[config.mk]
export PLATFORM = sky130hd
export DESIGN_NAME = sadf_div
export DESIGN_NICKNAME = d
export VERILOG_FILES = /design/src/hdl/sadf_pkg.sv /design/src/hdl/sadf_div.sv
export SDC_FILE = /design/constraint.sdc
export NUM_CORES = 1
export LEC_CHECK = 0
export BUFFER_PORTS_ARGS = -buffer_cell sky130_fd_sc_hd__buf_2
export CORE_ASPECT_RATIO = 1.75
export CORE_UTILIZATION = 45
export CTS_BUF_LIST = sky130_fd_sc_hd__clkbuf_8
export CTS_CLUSTER_DIAMETER = 100
export DETAILED_ROUTE_END_ITERATION = 8
export MAX_ROUTING_LAYER = met4
export PLACE_DENSITY = 0.63
export SLEW_MARGIN = 20
export SYNTH_ARGS = -nofsm -noshare
export SYNTH_HDL_FRONTEND = slang
export SYNTH_SLANG_ARGS = --single-unit
[constraint.sdc]
create_clock -name clk -period 8.6 [get_ports clk]
set_input_delay 1.72 -clock clk [delete_from_list [all_inputs] [get_ports clk]]
set_output_delay 1.72 -clock clk [all_outputs]
set_load 0.01 [all_outputs]
[src/hdl/sadf_pkg.sv]
// Shared constants, register indexes and helpers of the slew adaptive distance filter.
package sadf_pkg;

  localparam int DELAY_DEPTH = 128;
  localparam int DLY_W       = $clog2(DELAY_DEPTH);
  localparam int NUM_STAGES  = 3;
  localparam int STG_W       = 2;
  localparam int ADDR_W      = STG_W + DLY_W;
  localparam int STORE_DEPTH = NUM_STAGES * DELAY_DEPTH;

  localparam int SAMPLE_W = 24;
  localparam int CFG_IDX_W = 3;
  localparam int CFG_DATA_W = 32;

  localparam logic [CFG_IDX_W-1:0] REG_SLEW_GAIN      = 3'd0;
  localparam logic [CFG_IDX_W-1:0] REG_INV_OUT_SLEW   = 3'd1;
  localparam logic [CFG_IDX_W-1:0] REG_INV_SLEW_GAIN  = 3'd2;
  localparam logic [CFG_IDX_W-1:0] REG_LEVEL_GAIN     = 3'd3;
  localparam logic [CFG_IDX_W-1:0] REG_INV_LEVEL_GAIN = 3'd4;
  localparam logic [CFG_IDX_W-1:0] REG_WET_MIX        = 3'd5;

  localparam logic [25:0] RST_SLEW_GAIN      = 26'd32768;
  localparam logic [25:0] RST_INV_OUT_SLEW   = 26'd131072;
  localparam logic [25:0] RST_INV_SLEW_GAIN  = 26'd131072;
  localparam logic [25:0] RST_LEVEL_GAIN     = 26'd125829;
  localparam logic [31:0] RST_INV_LEVEL_GAIN = 32'd8738133;
  localparam logic [16:0] RST_WET_MIX        = 17'd65536;

  localparam logic [46:0] MAX48_MAG   = 47'h7FFF_FFFF_FFFF;
  localparam logic signed [47:0] MAX48 = 48'sh7FFF_FFFF_FFFF;
  localparam logic signed [47:0] CLAMP_LEVEL = 48'sd953482740;
  localparam logic signed [47:0] HALF32 = 48'sh0000_8000_0000;
  localparam logic [47:0] ONE32 = 48'h0001_0000_0000;

  // Saturate a wide signed sum to the symmetric 48-bit range.
  function automatic logic signed [47:0] sat48(input logic signed [57:0] v);
    logic signed [57:0] lim;
    lim = 58'(MAX48);
    if (v > lim) begin
      return MAX48;
    end else if (v < -lim) begin
      return -MAX48;
    end else begin
      return v[47:0];
    end
  endfunction

endpackage

[src/hdl/sadf_div.sv]
// Restoring divider, one quotient bit per cycle: floor(num * 2^32 / den).
module sadf_div import sadf_pkg::*; (
  input  logic        clk,
  input  logic        rst_n,
  input  logic        start,
  input  logic [47:0] num,
  input  logic [47:0] den,
  output logic        done,
  output logic [47:0] quo
);

  logic        busy_r;
  logic        done_r;
  logic [6:0]  cnt_r;
  logic [47:0] rem_r;
  logic [47:0] den_r;
  logic [79:0] dvd_r;
  logic [47:0] quo_r;
  logic [48:0] trial;
  logic        ge;

  assign trial = {rem_r, dvd_r[79]};
  assign ge    = trial >= {1'b0, den_r};

  always_ff @(posedge clk) begin
    if (!rst_n) begin
      busy_r <= 1'b0;
      done_r <= 1'b0;
      cnt_r  <= '0;
    end else begin
      done_r <= 1'b0;
      if (start) begin
        busy_r <= 1'b1;
        cnt_r  <= '0;
        rem_r  <= '0;
        den_r  <= den;
        dvd_r  <= {num, 32'b0};
        quo_r  <= '0;
      end else if (busy_r) begin
        rem_r <= ge ? 48'(trial - {1'b0, den_r}) : trial[47:0];
        dvd_r <= {dvd_r[78:0], 1'b0};
        quo_r <= {quo_r[46:0], ge};
        cnt_r <= cnt_r + 7'd1;
        if (cnt_r == 7'd79) begin
          busy_r <= 1'b0;
          done_r <= 1'b1;
        end
      end
    end
  end

  assign done = done_r;
  assign quo  = quo_r;

endmodule

==> metrics.md <==
| Metric | Value |
|---|---|
| Critical Path RT | 8930 ps |
| Synthesized Nets | 1110 |
| Total number of vias | 7948 |
| Setup repair bufs after CTS | 0 |
| Fin util | 53.0% |
| Critical Path Start Type | flip-flop |
| Post-synthesis async set-or-reset flop share | 0% |
| RSZ-0062 raised after global routing | false |
| Setup Crit Path Kind | reg -> reg |
| Synth Register Bits | 201 |
| Worst vdd ir | 0.128 mV |
| Clk_lat worst skew | 600 ps |
| Sw Ratio | just over 30% |
| Fillers | between 2000 and 2500 |
| PD cells | roughly 210 nW/um2 |
| Clock Tree Buf Depth | 3 |
| Power share of the clock group | 30.6% |
| Largest net degree at the start of global routing | 78 |
| EDFF count, synth | 192 |
| Crit path time final | 4070 ps |
| Die ar. | 24800 um2 |
| Worst-path clk slew | 70 ps |
| Setup_tns | 0 ps |
| Ports | 148 |
| DRT iter0 DRCs | 467 |
| Internal power | 1.83 mW |
| Synth cell count leaders | 192 x edfxtp_1, 85 x nand2_1, 72 x a21oi_1 |
| Slew HR | 32.1% |
| Routed wire length per instance | 17.2 um |
| Final worst-path cycle share | between 40% and 50% |
| Total grt overflow | 0 |
| Max-cap violations | 0 |
| Hold_buf cts | 0 |
| Post-Synth Adder-Cell Area | 5.82% |
| Complex-gate fraction of the synthesized area | 14.4% |
| H-tree levels | 1 |
| Seq pwr share | ~46% |
| Num CTS Buffers | 31 |
| Static leakage | 5.04 nW |
| Post-Syn Area per Cell | 11.3 um2 |
| Final Net Count | 1252 |
| Post-synthesis mux area share | 4.96% |
| Worst hold path type | reg -> reg |
| Antenna Nets Post-Route | 0 |
| Critical Path Fanout Max | 23 |
| First-pass GRT wire length | 40000 um |
| Gpl congestion | 0.891 |
| Yosys top cell area share | approximately 53% |
| Yosys top cell by area | edfxtp_1 |
| CP Data Arrival Time | roughly 4400 ps |
| Syn Std Cell Area | 10900 um2 |
| Max Clock Skew | 17.9 ps |
| DIE WIDTH | 120 um |
| Cell count after synthesis | 961 |
| Netlist cell types | 74 |
| Status | complete, no violations |
| Die Ht | 208 um |
| Vias per cell | 5.55 |
| FMAX | around 250 MHz |
| Cell with the most instances after synthesis | edfxtp_1 |
| Gate power share | 23.5% |
| GRT Total Usage | 20.7% |
| Row count | 74 |
| Area Growth Syn to Fin | 14.6% |
| Pwr Total | 2.63 mW |
| Total core area | ~24000 um2 |
| Post-synthesis simple-gate area fraction | 14.0% |
| # setup viols final | 0 |
| Drt first pass iters | 5 |
| Fraction of layout cells with a size suffix above 1 | around 23% |
| Root Driver | clkbuf_8 |
| CP endpoint kind | flip-flop |
| CTS tree | built |
| Clock sink count | between 200 and 250 |
| Number of max-slew violations in the final report | 0 |
| Post-route DRC | 0 |
| Post-cts sizing count | 0 |
| Vias in the first global route | 8163 |
| DRT Wirelength | 24600 um |
| Ant diodes | 0 |
| Final hold vios | 0 |
| YS warnings | 0 |
| Hpwl dp | 17400 um |
| Sequential-to-total area share from yosys stat | 54.7% |
| Synth Area in XOR/XNOR | under 10% |
| Synth area leaders | edfxtp_1 53%, ha_1 5.6%, mux2_2 4.9% |
| Initial antenna violation count | 0 |
| Initial core utilization | between 40% and 50% |
| Main synth FF type | edfxtp_1 |
| Port bufs | between 100 and 150 |
| Main combinational cell family by area after synthesis | compound AO/OA/AOI/OAI gates |
| Worst Tran Pin Value | ~1000 ps |
| Net switching power | 0.793 mW |
-- area by class of cell --
| cell class | count | area (um2) | share of cell area (%) |
|---|---|---|---|
| sequential | 201 | 5950 | 47.7 |
| multi-input combinational | 654 | 4510 | 36.2 |
| timing repair buffer | 151 | 768 | 6.17 |
| clock buffer | 33 | 454 | 3.65 |
| tap | 304 | 380 | 3.05 |
| inverter | 64 | 241 | 1.94 |
| clock inverter | 24 | 163 | 1.31 |
-- worst paths after layout --
path                to       from  cells past startpoint  slack, ps
max          rem_r[40]  rem_r[39]                     10       4530
min reg2reg   cnt_r[6]   cnt_r[6]                      2        500
min           cnt_r[6]   cnt_r[6]                      2        500
max reg2reg  rem_r[40]  rem_r[39]                     10       4530
-- kinds of logic (layout without fill, tap and decap cells) --
kind of cell / count (synthesis) / in the layout
and+or+nand+nor: 294 / 294
AOI/OAI and AO/OA: 236 / 236
DFF: 201 / 201
buffers and inverters: 106 / 272
adders and majority gates: 50 / 50
muxes: 48 / 48
xor gates and xnor gates: 26 / 26
-- registers in the layout, summed over array words and instances (netlist names) --
name and cells:
busy_r 1, cnt_r 7, den_r 48, done 1, dvd_r 48, quo 48
rem_r 48
-- placed cells by master, fill, tap and decap left out, drive strengths merged, types with 14 or more instances in the layout --
master | netlist | layout
nand2 | 85 | 85
a21oi | 72 | 72
mux2 | 47 | 47
clkbuf | 20 | 33
ha | 49 | 49
nor2 | 50 | 50
nor3 | 17 | 17
a211oi | 14 | 14
nand3 | 15 | 15
edfxtp | 192 | 192
o21ai | 45 | 45
buf | 22 | 151
a21o | 25 | 25
nand4 | 17 | 17
inv | 64 | 74
nor2b | 51 | 51
-- power by group through the flow --
stage	registers [mW]	clock network [mW]	logic, mW
2_1_floorplan	1.23	0	0.453
3_3_place_gp	1.22	0	0.609
3_5_place_dp	1.22	0	0.615
4_1_cts	1.21	0.834	0.618
5_1_grt	1.21	0.862	0.685
6_report	1.20	0.804	0.616
-- metal layers --
layer | vias up | share of wire (%) | track usage, %
met4 | 0 | 3.6 | 8.45
met5 | - | 0 | -
li1 | 3848 | - | -
met3 | 69 | 4.9 | 3.32
met1 | 3823 | 39 | 22.6
met2 | 208 | 53 | 36.9
-- worst max-delay path: stages, from the launching register on --
cell and delay (ps):
edfxtp_1 390, ha_1 460, nand4_1 260, nor3_2 360, nand4_1 170, o21ai_1 290, nor3b_2 130, a21oi_2 640
buf_4 400, nor2_1 240, a221o_1 460
-- stage by stage --
stage	setup WS, ps	area (um2)	std cells	hold slack (ps)
after floorplan	2810	10900	961	458
after global placement	4080	11800	1374	473
after detailed placement	4050	11800	1374	494
after CTS	4470	12500	1431	505
after global routing	4190	12500	1431	556
final	4530	12500	1431	498
No activity file was read; power rests on OpenSTA's default activity.
